<file path="src/cle_pkg.sv">
`default_nettype none

package cle_pkg;

    localparam int DEF_BUF_DEPTH = 128;

    // control characters
    localparam logic [7:0] CH_NUL  = 8'h00;
    localparam logic [7:0] CH_EOF  = 8'h04;
    localparam logic [7:0] CH_LF   = 8'h0a;
    localparam logic [7:0] CH_CR   = 8'h0d;
    localparam logic [7:0] CH_KILL = 8'h15;
    localparam logic [7:0] CH_DEL  = 8'h7f;

    typedef enum logic [2:0] {
        KIND_NONE  = 3'd0,
        KIND_ECHO  = 3'd1,
        KIND_ERASE = 3'd2,
        KIND_DATA  = 3'd3,
        KIND_EMPTY = 3'd4,
        KIND_EOF   = 3'd5
    } t_kind;

    typedef enum logic [2:0] {
        OP_IGNORE = 3'd0,
        OP_CHAR   = 3'd1,
        OP_DEL    = 3'd2,
        OP_KILL   = 3'd3,
        OP_READ   = 3'd4
    } t_cmd_op;

    typedef struct packed {
        t_cmd_op    op;
        logic [7:0] ch;            // CR already mapped to LF
        logic       read_started;
    } t_cmd;

    typedef struct packed {
        t_kind      kind;
        logic [7:0] data_char;
        logic [7:0] erase_count;
        logic       line_end;
        logic       line_ready;
    } t_result;

    typedef enum logic [1:0] {
        ST_IDLE     = 2'd0,
        ST_KILL_RD  = 2'd1,
        ST_KILL_CHK = 2'd2,
        ST_READ_CHK = 2'd3
    } t_back_state;

endpackage

`default_nettype wire

</file>
<file path="src/console_line_editor.sv">
// Console line editor: canonical-mode input buffer with line editing.
// Input channel (i_in_valid / o_in_stall): i_opcode 0 carries a received
// byte in i_rx_char, i_opcode 1 is a reader asking for one byte, with
// i_read_started set once the current read has returned data.
// Output channel (o_out_valid / i_out_stall): exactly one result per input
// transfer, in order: echo, erase count, read data, empty, end of file or none.
// A front end classifies transfers into a two-entry queue, so input keeps
// flowing while a result waits; a back end runs them against the line store.
// Received bytes and empty reads resolve as they leave the queue; read data
// and end of file first wait for one registered store read. Ctrl+U walks
// back through the line, a store read then a compare for each erased byte.
// The queue takes new transfers while the back end is busy, until it is full.
// Reset (synchronous, active low) empties the queue, the output register
// and all three ring pointers; the store contents are not cleared.
// A stalled result is held; the back end does not start another command
// until the output register is free, and the queue then fills and stalls.
`default_nettype none

module console_line_editor #(
    parameter int BUF_DEPTH = cle_pkg::DEF_BUF_DEPTH
) (
    input  wire logic       i_clk,
    input  wire logic       i_rst_n,
    input  wire logic       i_in_valid,
    output logic            o_in_stall,
    input  wire logic       i_opcode,
    input  wire logic [7:0] i_rx_char,
    input  wire logic       i_read_started,
    output logic            o_out_valid,
    input  wire logic       i_out_stall,
    output logic [2:0]      o_kind,
    output logic [7:0]      o_data_char,
    output logic [7:0]      o_erase_count,
    output logic            o_line_end,
    output logic            o_line_ready
);
    import cle_pkg::*;

    logic    q_valid;
    t_cmd    q_cmd;
    logic    q_pop;
    t_result result;

    // front: classify and queue
    cle_front u_front (
        .i_clk          (i_clk),
        .i_rst_n        (i_rst_n),
        .i_in_valid     (i_in_valid),
        .o_in_stall     (o_in_stall),
        .i_opcode       (i_opcode),
        .i_rx_char      (i_rx_char),
        .i_read_started (i_read_started),
        .o_q_valid      (q_valid),
        .o_q_cmd        (q_cmd),
        .i_q_pop        (q_pop)
    );

    // back: line store, pointers, result register
    cle_back #(
        .BUF_DEPTH (BUF_DEPTH)
    ) u_back (
        .i_clk       (i_clk),
        .i_rst_n     (i_rst_n),
        .i_q_valid   (q_valid),
        .i_q_cmd     (q_cmd),
        .o_q_pop     (q_pop),
        .o_out_valid (o_out_valid),
        .i_out_stall (i_out_stall),
        .o_result    (result)
    );

    assign o_kind        = result.kind;
    assign o_data_char   = result.data_char;
    assign o_erase_count = result.erase_count;
    assign o_line_end    = result.line_end;
    assign o_line_ready  = result.line_ready;

endmodule

`default_nettype wire

</file>
<file path="src/cle_front.sv">
`default_nettype none

// Classifies incoming transfers and queues them for the back end.
module cle_front (
    input  wire logic          i_clk,
    input  wire logic          i_rst_n,
    input  wire logic          i_in_valid,
    output logic               o_in_stall,
    input  wire logic          i_opcode,
    input  wire logic [7:0]    i_rx_char,
    input  wire logic          i_read_started,
    output logic               o_q_valid,
    output cle_pkg::t_cmd      o_q_cmd,
    input  wire logic          i_q_pop
);
    import cle_pkg::*;

    t_cmd       r_q [2];
    logic       r_wr_ptr, n_wr_ptr;
    logic       r_rd_ptr, n_rd_ptr;
    logic [1:0] r_count, n_count;
    t_cmd       cls_cmd;
    logic       push;

    always_comb begin
        cls_cmd.ch           = i_rx_char;
        cls_cmd.read_started = i_read_started;
        if (i_opcode) begin
            cls_cmd.op = OP_READ;
        end else begin
            unique case (i_rx_char)
                CH_NUL:  cls_cmd.op = OP_IGNORE;
                CH_KILL: cls_cmd.op = OP_KILL;
                CH_DEL:  cls_cmd.op = OP_DEL;
                CH_CR: begin
                    cls_cmd.op = OP_CHAR;
                    cls_cmd.ch = CH_LF;
                end
                default: cls_cmd.op = OP_CHAR;
            endcase
        end
    end

    assign o_in_stall = (r_count == 2'd2);
    assign push       = i_in_valid && !o_in_stall;
    assign o_q_valid  = (r_count != 2'd0);
    assign o_q_cmd    = r_q[r_rd_ptr];

    always_comb begin
        n_wr_ptr = r_wr_ptr ^ push;
        n_rd_ptr = r_rd_ptr ^ i_q_pop;
        n_count  = r_count + {1'b0, push} - {1'b0, i_q_pop};
    end

    always_ff @(posedge i_clk) begin
        if (!i_rst_n) begin
            r_wr_ptr <= 1'b0;
            r_rd_ptr <= 1'b0;
            r_count  <= 2'd0;
        end else begin
            r_wr_ptr <= n_wr_ptr;
            r_rd_ptr <= n_rd_ptr;
            r_count  <= n_count;
        end
    end

    always_ff @(posedge i_clk) begin
        if (push) begin
            r_q[r_wr_ptr] <= cls_cmd;
        end
    end

    a_no_pop_empty: assert property (@(posedge i_clk) disable iff (!i_rst_n)
        i_q_pop |-> r_count != 2'd0)
        else $error("pop from empty queue");

    a_count_step: assert property (@(posedge i_clk) disable iff (!i_rst_n)
        (push && !i_q_pop) |=> r_count == $past(r_count) + 2'd1)
        else $error("queue count did not follow push");

    a_count_range: assert property (@(posedge i_clk) disable iff (!i_rst_n)
        r_count != 2'd3)
        else $error("queue overfilled");

endmodule

`default_nettype wire

</file>
<file path="src/cle_back.sv">
`default_nettype none

// Executes queued commands against the line store and holds the result.
module cle_back #(
    parameter int BUF_DEPTH = cle_pkg::DEF_BUF_DEPTH
) (
    input  wire logic          i_clk,
    input  wire logic          i_rst_n,
    input  wire logic          i_q_valid,
    input  wire cle_pkg::t_cmd i_q_cmd,
    output logic               o_q_pop,
    output logic               o_out_valid,
    input  wire logic          i_out_stall,
    output cle_pkg::t_result   o_result
);
    import cle_pkg::*;

    localparam int PW = $clog2(2 * BUF_DEPTH);
    localparam int IW = $clog2(BUF_DEPTH);
    localparam logic [PW:0] D_W     = (PW + 1)'(BUF_DEPTH);
    localparam logic [PW:0] SPAN_W  = (PW + 1)'(2 * BUF_DEPTH);
    localparam logic [PW:0] SPAN_M1 = SPAN_W - 1'b1;

    function automatic logic [IW-1:0] f_slot(input logic [PW-1:0] p);
        logic [PW:0] s;
        s = {1'b0, p};
        if (s >= D_W) s = s - D_W;
        return s[IW-1:0];
    endfunction

    function automatic logic [PW-1:0] f_inc(input logic [PW-1:0] p);
        return ({1'b0, p} == SPAN_M1) ? '0 : p + 1'b1;
    endfunction

    function automatic logic [PW-1:0] f_dec(input logic [PW-1:0] p);
        return (p == '0) ? SPAN_M1[PW-1:0] : p - 1'b1;
    endfunction

    function automatic logic [PW:0] f_diff(input logic [PW-1:0] a, input logic [PW-1:0] b);
        return (a >= b) ? ({1'b0, a} - {1'b0, b}) : ({1'b0, a} + SPAN_W - {1'b0, b});
    endfunction

    logic [7:0]    r_mem [BUF_DEPTH];
    logic [7:0]    r_rd_data;
    logic          mem_we;
    logic [IW-1:0] mem_wa, mem_ra;

    t_back_state   r_state, n_state;
    logic [PW-1:0] r_read, n_read;
    logic [PW-1:0] r_commit, n_commit;
    logic [PW-1:0] r_edit, n_edit;
    logic [7:0]    r_erased, n_erased;
    t_cmd          r_cmd, n_cmd;
    logic          r_out_valid;
    t_result       r_out, res;
    logic          finish, out_free;
    logic [PW-1:0] edit_inc, edit_dec, read_inc;
    logic [PW:0]   fill_edit, fill_commit;

    assign out_free    = !r_out_valid || !i_out_stall;
    assign edit_inc    = f_inc(r_edit);
    assign edit_dec    = f_dec(r_edit);
    assign read_inc    = f_inc(r_read);
    assign fill_edit   = f_diff(r_edit, r_read);
    assign fill_commit = f_diff(r_commit, r_read);

    always_comb begin
        n_state  = r_state;
        n_read   = r_read;
        n_commit = r_commit;
        n_edit   = r_edit;
        n_erased = r_erased;
        n_cmd    = r_cmd;
        o_q_pop  = 1'b0;
        finish   = 1'b0;
        res      = '0;
        res.kind = KIND_NONE;
        mem_we   = 1'b0;
        mem_wa   = f_slot(r_edit);
        mem_ra   = f_slot(r_read);
        unique case (r_state)
            ST_IDLE: begin
                if (i_q_valid && out_free) begin
                    o_q_pop = 1'b1;
                    n_cmd   = i_q_cmd;
                    unique case (i_q_cmd.op)
                        OP_CHAR: begin
                            finish = 1'b1;
                            if (fill_edit < D_W) begin
                                mem_we        = 1'b1;
                                n_edit        = edit_inc;
                                res.kind      = KIND_ECHO;
                                res.data_char = i_q_cmd.ch;
                                if (i_q_cmd.ch == CH_LF || i_q_cmd.ch == CH_EOF ||
                                    f_diff(edit_inc, r_read) == D_W) begin
                                    n_commit       = edit_inc;
                                    res.line_ready = 1'b1;
                                end
                            end
                        end
                        OP_DEL: begin
                            finish = 1'b1;
                            if (r_edit != r_commit) begin
                                n_edit          = edit_dec;
                                res.kind        = KIND_ERASE;
                                res.erase_count = 8'd1;
                            end
                        end
                        OP_KILL: begin
                            n_erased = 8'd0;
                            n_state  = ST_KILL_RD;
                        end
                        OP_READ: begin
                            if (r_read == r_commit) begin
                                finish   = 1'b1;
                                res.kind = KIND_EMPTY;
                            end else begin
                                n_state = ST_READ_CHK;
                            end
                        end
                        default: finish = 1'b1;
                    endcase
                end
            end
            ST_KILL_RD: begin
                mem_ra = f_slot(edit_dec);
                if (r_edit == r_commit) begin
                    finish  = 1'b1;
                    n_state = ST_IDLE;
                    if (r_erased != 8'd0) begin
                        res.kind        = KIND_ERASE;
                        res.erase_count = r_erased;
                    end
                end else begin
                    n_state = ST_KILL_CHK;
                end
            end
            ST_KILL_CHK: begin
                if (r_rd_data == CH_LF) begin
                    finish  = 1'b1;
                    n_state = ST_IDLE;
                    if (r_erased != 8'd0) begin
                        res.kind        = KIND_ERASE;
                        res.erase_count = r_erased;
                    end
                end else begin
                    n_edit   = edit_dec;
                    n_erased = (r_erased == 8'hff) ? r_erased : r_erased + 8'd1;
                    n_state  = ST_KILL_RD;
                end
            end
            ST_READ_CHK: begin
                finish  = 1'b1;
                n_state = ST_IDLE;
                if (r_rd_data == CH_EOF) begin
                    res.kind = KIND_EOF;
                    if (!r_cmd.read_started) n_read = read_inc;
                end else begin
                    n_read        = read_inc;
                    res.kind      = KIND_DATA;
                    res.data_char = r_rd_data;
                    res.line_end  = (r_rd_data == CH_LF);
                end
            end
            default: n_state = ST_IDLE;
        endcase
    end

    always_ff @(posedge i_clk) begin
        if (!i_rst_n) begin
            r_state     <= ST_IDLE;
            r_read      <= '0;
            r_commit    <= '0;
            r_edit      <= '0;
            r_out_valid <= 1'b0;
        end else begin
            r_state  <= n_state;
            r_read   <= n_read;
            r_commit <= n_commit;
            r_edit   <= n_edit;
            if (finish) begin
                r_out_valid <= 1'b1;
            end else if (!i_out_stall) begin
                r_out_valid <= 1'b0;
            end
        end
    end

    always_ff @(posedge i_clk) begin
        r_erased <= n_erased;
        r_cmd    <= n_cmd;
        if (finish) begin
            r_out <= res;
        end
    end

    always_ff @(posedge i_clk) begin
        if (mem_we) begin
            r_mem[mem_wa] <= i_q_cmd.ch;
        end
        r_rd_data <= r_mem[mem_ra];
    end

    assign o_out_valid = r_out_valid;
    assign o_result    = r_out;

    a_no_overwrite: assert property (@(posedge i_clk) disable iff (!i_rst_n)
        !(finish && r_out_valid && i_out_stall))
        else $error("result overwrote a stalled transfer");

    a_ptr_order: assert property (@(posedge i_clk) disable iff (!i_rst_n)
        fill_commit <= fill_edit && fill_edit <= D_W)
        else $error("pointer order broken");

    a_kill_bound: assert property (@(posedge i_clk) disable iff (!i_rst_n)
        r_state == ST_KILL_CHK |-> r_edit != r_commit)
        else $error("line erase passed the commit point");

    a_read_move: assert property (@(posedge i_clk) disable iff (!i_rst_n)
        r_read != $past(r_read) |-> $past(r_state) == ST_READ_CHK)
        else $error("read pointer moved outside a read");

endmodule

`default_nettype wire

</file>
<file path="config.mk">
export PLATFORM = sky130hd
export DESIGN_NAME = console_line_editor
export DESIGN_NICKNAME = d
export VERILOG_FILES = /design/src/cle_pkg.sv /design/src/console_line_editor.sv /design/src/cle_front.sv /design/src/cle_back.sv
export SDC_FILE = /design/constraint.sdc
export NUM_CORES = 2
export LEC_CHECK = 0
export ABC_AREA = 1
export BUFFER_PORTS_ARGS = -buffer_cell sky130_fd_sc_hd__buf_2
export CORE_ASPECT_RATIO = 1.75
export CORE_UTILIZATION = 35
export CTS_CLUSTER_DIAMETER = 200
export DETAILED_ROUTE_END_ITERATION = 10
export HOLD_SLACK_MARGIN = 0.02
export PLACE_DENSITY = 0.49
export SYNTH_ARGS = -nofsm -noshare
export SYNTH_HDL_FRONTEND = slang
export SYNTH_SLANG_ARGS = --single-unit
</file>
<file path="constraint.sdc">
create_clock -name i_clk -period 3.05 [get_ports i_clk]
set_clock_uncertainty 0.2 [all_clocks]
set_input_delay 0.61 -clock i_clk [delete_from_list [all_inputs] [get_ports i_clk]]
set_output_delay 0.61 -clock i_clk [all_outputs]
set_load 0.05 [all_outputs]
</file>
* Word-level counts from Yosys, hierarchy flattened
Memory sizes are Yosys's and may differ from the RTL's. A register that Yosys moved wholly into a read port is not among the register bits.
Cells that the tools add are included.
Widths: inputs -> output; s select.
** Operators by class
- Mux-type cells :: 71
- Equal/unequal tests :: 33
- Reductions and logical operators :: 22
- Add/subtract/negate cells :: 15
- Bitwise operators :: 3
- $lt $le $gt $ge :: 6
** Operator list (count)
- $mux 8 :: 21
- $pmux 8 s2 :: 4
- $mux 7 :: 4
- $mux 9 :: 3
- $add 8x1->8 const B :: 3
- $eq 8x4->1 const B :: 3
- $eq 8x8->1 const B :: 3
- $ge 8x8->1 const B :: 3
- $pmux 8 s3 :: 1
- $sub 7x1->7 const B :: 3
- $mux 1 :: 20
- $mux 19 :: 1
- $add 8x9->9 const B :: 2
- $sub 8x8->9 :: 2
- $sub 9x8->9 :: 2
- $eq 8x3->1 const B :: 2
- $eq 8x8->1 :: 2
- $ge 8x8->1 :: 2
- $logic_not 8->1 :: 2
- $mux 2 :: 6
- $mux 3 :: 4
- $pmux 3 s4 :: 1
- $reduce_and 5->1 :: 2
- $eq 9x8->1 const B :: 1
- other kinds (35) :: 53
** Word-level totals
- Bits in registers :: 61
- Memories :: 2
- Output and inout port bits :: 23
- Bits in writable memories :: 1048
- Word-level logic and storage cells :: 167
- Input bits :: 14
** Memory list
- u_back.r_mem :: depth 128, width 8, read ports 1, clocked after Yosys merged registers in 1, wr ports 1, line cle_back.sv:43 : logic [7:0] r_mem [BUF_DEPTH];
- u_front.r_q :: depth 2, width 12, read ports 1, clocked after Yosys merged registers in 1, wr ports 1, line cle_front.sv:18 : t_cmd r_q [2];

* Depth between registers and ports, before layout
- Depth after elaboration :: 10
- Mapped depth :: 21
- Depth with buffers taken out :: 19

* Cells and area by module
Synthesis repeated with hierarchy kept, for this count alone.
** Second synthesis, totals
- Cell total of the unflattened synthesis :: 4889
- Area, all modules :: 50676.1 sq um
** Modules (own cells, without submodules)
- cle_back :: cells each 4780, sequential area each 32351.0 sq um, area each 49367.3 sq um, times used 1
- cle_front :: cells each 109, sequential area each 820.8 sq um, area each 1308.8 sq um, times used 1

* Worst setup path before layout
No wires, ideal clock.
- Kind :: register to register
- Start point :: reg (tool-made name)
- End point :: reg u_back.r_commit[4]
- Arrival :: 3.015 ns
- Setup slack :: -0.229 ns
- Path buffers :: 2
- Data required time :: 2.786 ns
- Stages on the path, launching flop included :: 13
- Setup time :: 0.064 ns
- Period minus slack after synthesis :: 3.279 ns
- Path through :: dfxtp_1 -> buf_2 -> buf_2 -> o21ai_0 -> inv_1 -> nand2_1 -> o21ai_0 -> nand4_1 -> nand2_2 -> nand2_1 -> clkinv_1 -> nor2_1 -> nor2_1
** RTL lines
- to (signal assigned) :: line cle_back.sv:179 : r_commit <= n_commit;
- to (decl) :: line cle_back.sv:50 : logic [PW-1:0] r_commit, n_commit;

* Final worst setup path
- Start point :: reg u_back.r_edit[1]
- End point :: reg u_back.r_rd_data[2], read port of u_back.r_mem
** Between the ends
- Longest elaborated chain between the ends :: 5
- Elaborated cells between the ends (all ways) :: 7
- Those cells by class :: 2 x add/sub; 1 x order compare; 3 x mux; 1 x reduce/logical
** Ends and longest elaborated chain
- from (decl) :: line cle_back.sv:51 : logic [PW-1:0] r_edit, n_edit;
- from (signal assigned) :: line cle_back.sv:180 : r_edit <= n_edit;
- $sub 8x1->8 or $logic_not 8->1 (tied branches) :: line cle_back.sv:36 : return (p == '0) ? SPAN_M1[PW-1:0] : p - 1'b1;
- $mux 8 * :: line cle_back.sv:36
- $sub 7x1->7 or $ge 8x8->1 (tied branches) :: line cle_back.sv:27 : if (s >= D_W) s = s - D_W;
- $mux 7 * :: line cle_back.sv:27
- $mux 7 * :: line cle_back.sv:81 : unique case (r_state)
- to (decl) :: line cle_back.sv:44 : logic [7:0] r_rd_data;
Mark *: on every way between the ends. The rest lies on a longest branch, timed or not.
A chain may end at the register's enable or synchronous reset.

==> impl_metrics.py <==
metrics = {
    "yosys": {
        "avgSynthCellArea_um2": 10.3,
        "synth_area_mm2": 0.0507,
        "yosys_most_used_dff": "edfxtp_1",
        "synth.distinct_cells": 48,
        "async_reset_ff_frac": 0,
        "ys_seq_area_frac": 0.655,
        "syn_nets": 4957,
        "synth_seq_cells": 1118,
        "synth_warnings": 0,
        "synthCells": 4911,
        "synth-edff-count": 1078,
    },
    "placement": {
        "place_ws_ps": -521,
        "gp_congestion": 0.895,
        "dp_hpwl_um": 103000,
        "portBuffers": 36,
        "place_area_mm2": 0.0561,
    },
    "detailed_routing": {
        "viasPerCell": 5.06,
        "ant_nets": 0,
        "drt_iter0_markers": 2722,
        "wl_um": 169000,
        "drc": 0,
        "wl_per_cell_um": 23.4,
        "via_count": 36526,
        "drt-pass1-iter-count": 5,
    },
    "worst_setup_path": {
        "critPathMaxFanout": 29,
        "end_kind": "flop",
        "path_class": "flop to flop",
        "cpPeakStageDelay_ps": 360,
        "worstPathRequired_ps": 3440,
        "start_kind": "flop",
        "path_common_cell": "nand3_1",
        "slowest_stage": "dfxtp_4",
        "worst_ep_arrival_time_ps": 3400,
        "crit_chain": "inv_2 > ha_4 > nand2_1 > inv_2 > nand2_4 > nand3_4 > buf_8 > buf_6 > nand3b_1 > nand3_1 > nand3_1 > nand3_1 > nand3_1 > nand3_1 > nand2_1 > nand2_1 > nand2_1",
    },
    "clocking": {
        "cts_tree": "built",
        "cts_buffer_depth": 3,
        "numCtsBuffers": 103,
        "cts_sinks": 1118,
        "cts_root_buf": "clkbuf_16",
        "clk_pin_slew_ps": 70,
        "insertion_delay_ps": 710,
        "htreeDepth": 3,
    },
    "finish": {
        "layout_commonest_cell": "edfxtp_1",
        "num-fill-cells": 13774,
        "drive_above_1_share": 0.156,
        "finalCoreUtilization": 0.429,
        "fin_nets": 5315,
        "area_delta_synth_final_pct": 21.8,
        "mostFrequentLayoutCells": "edfxtp_1 (1078), nand3_1 (1005), nand2_1 (995)",
        "stdcell_area_mm2": 0.0617,
    },
    "power_and_ir_drop": {
        "powerDensity_mw_per_mm2": 862,
        "p_leak_nw": 25.2,
        "peakVddDrop_uv": 1100,
        "power_mw": 53.2,
    },
    "outcome": {
        "outcome": "finished clean",
    },
    "sta": {
        "worstMarginPinSlew_ps": 889,
        "fin_crit_ps": 3020,
        "finalMaxSlewViolations": 0,
        "slew_headroom": 0.408,
        "final-setup-viol-count": 0,
        "fin_crit_sh": 0.989,
        "clock.fmax_mhz": 332,
        "rsz0062_at_grt": "true",
        "hold_viol_final": 0,
        "fin_ws_ps": 33.9,
    },
    "global_route": {
        "first_global_vias": 36656,
        "grt_pass1_wl_um": 242000,
        "grt_max_degree": 130,
        "grt-ovfl-total": 0,
        "track_usage": 0.227,
        "antenna_found_initial": 2,
    },
    "floorplanning": {
        "die_height_um": 505,
        "die_x_um": 290,
        "fp.coreArea_mm2": 0.144,
        "io_pins": 37,
        "num_rows": 184,
        "dieArea_mm2": 0.146,
        "initial_core_util": 0.353,
    },
    "flow_run": {
        "max_cap_viol_count": 0,
    },
    "worst_hold_path": {
        "hold_class": "primary input to flop",
    },
}
## metrics by stage
stage | instances | hold WS, ps | setup TNS (ps)
after floorplan | 4911 | 222 | 0
after global placement | 6957 | 238 | -33190
after detailed placement | 6957 | 244 | -61070
after CTS | 7196 | 51.9 | -18.8
after global routing | 7217 | 105 | -649
final | 7217 | 107 | 0
## final timing paths
path / from / end / slack [ps] / depth (start not counted)
worst min-delay path: i_rx_char[0] / u_front.r_q[0][1]$_DFFE_PP_ / 110 / 3
worst max-delay path: u_back.r_edit[1]$_SDFFE_PN0P_ / u_back.r_rd_data[2]$_DFF_P_ / 30 / 17
worst max register to register: u_back.r_edit[1]$_SDFFE_PN0P_ / u_back.r_rd_data[2]$_DFF_P_ / 30 / 17
worst min register to register: u_front.r_count[1]$_SDFF_PN0_ / u_front.r_count[1]$_SDFF_PN0_ / 250 / 1
## cells in the mapped netlist (3+ instances only)
cell type / number / area (um2)
o21ai_2: 3 / 26.3
ha_1: 31 / 388
edfxtp_1: 1078 / 32400
buf_4: 14 / 105
clkbuf_1: 112 / 420
a31oi_1: 3 / 18.8
o21ai_0: 33 / 165
nand3_1: 1026 / 5130
dfxtp_1: 40 / 801
buf_1: 7 / 26.3
nand2_2: 5 / 31.3
nor4_1: 7 / 43.8
nor3_1: 34 / 170
o21a_1: 3 / 22.5
a21oi_1: 37 / 185
a211oi_1: 4 / 30.0
mux2_2: 5 / 56.3
nand2_1: 1012 / 3800
or2_2: 4 / 25.0
buf_2: 146 / 731
nand3b_1: 240 / 1800
nor2_1: 212 / 796
o211ai_1: 11 / 82.6
xor2_1: 14 / 123
nand4_1: 13 / 81.3
inv_1: 779 / 2920
inv_2: 8 / 30.0
o21ai_1: 4 / 20.0
## area by class of cell
type,instances,area [um2],share of cell area
Inverter,788,3030,0.0491
Tap cell,1860,2330,0.0377
Timing Repair inverter,2,18.8,0.000304
Timing Repair Buffer,531,5690,0.0923
Clock buffer,126,2790,0.0452
Clock inverter,66,769,0.0125
Sequential cell,1118,33200,0.538
Multi-Input combinational cell,2725,13900,0.225
Antenna cell,1,2.50,0.0000406
## logic make-up (layout without fill, tap and decap cells)
group / Yosys count / in the layout / share of synthesized area
AND/OR/NAND/NOR: 2564 / 2565 / 0.237
flip-flops: 1118 / 1118 / 0.655
buffers and inverters: 1069 / 1513 / 0.0842
AO/OA/AOI/OAI: 107 / 107 / 0.0125
adder cells (fa/ha/maj): 32 / 32 / 0.00805
XOR/XNOR: 16 / 16 / 0.00277
multiplexers: 5 / 5 / 0.00111
other: 0 / 1 / 0
## state kept, by name, summed over array words and instances, names as in the netlist, 8 cells and up, named ones only
register / cells
u_back.r_mem: 1024
u_front.r_q: 24
u_back.o_result: 21
u_back.r_commit: 8
u_back.r_edit: 8
u_back.r_erased: 8
u_back.r_rd_data: 8
u_back.r_read: 8
## worst max-delay path, delay by kind of cell, from the launching register on
family / cells / cell delay (ps)
flip-flops: 1 / 360
adder cells (fa/ha/maj): 1 / 130
AND/OR/NAND/NOR: 12 / 1460
buffers and inverters: 4 / 720
## layer usage
| layer | up-vias | share of wire | wire length, um | GRT usage |
|---|---|---|---|---|
| li1 | 17158 | - | - | - |
| met1 | 17947 | 0.36 | 61200 | 0.247 |
| met2 | 1059 | 0.54 | 91100 | 0.423 |
| met3 | 362 | 0.042 | 7100 | 0.0229 |
| met4 | 0 | 0.057 | 9710 | 0.127 |
| met5 | - | 0 | 0 | 0 |
## report_power, final
group	leakage (nW)	switching [mW]	total [mW]	internal, mW
clock network	1.73	5.98	13.8	7.81
logic	13.4	13.6	20.0	6.36
registers	10.0	0.391	19.4	19.0
## timing repair
item | CTS | global route
endpoints found under the hold margin | 17 | 0
hold buffers | 9 | 0
cloned | 12 | 11
gates resized for setup | 104 | 134
buffers inserted | 26 | 10
endpoints found under the setup margin | 808 | 969
pin swaps | 3 | 14
Note: power is estimated with default switching activity, not from simulation.
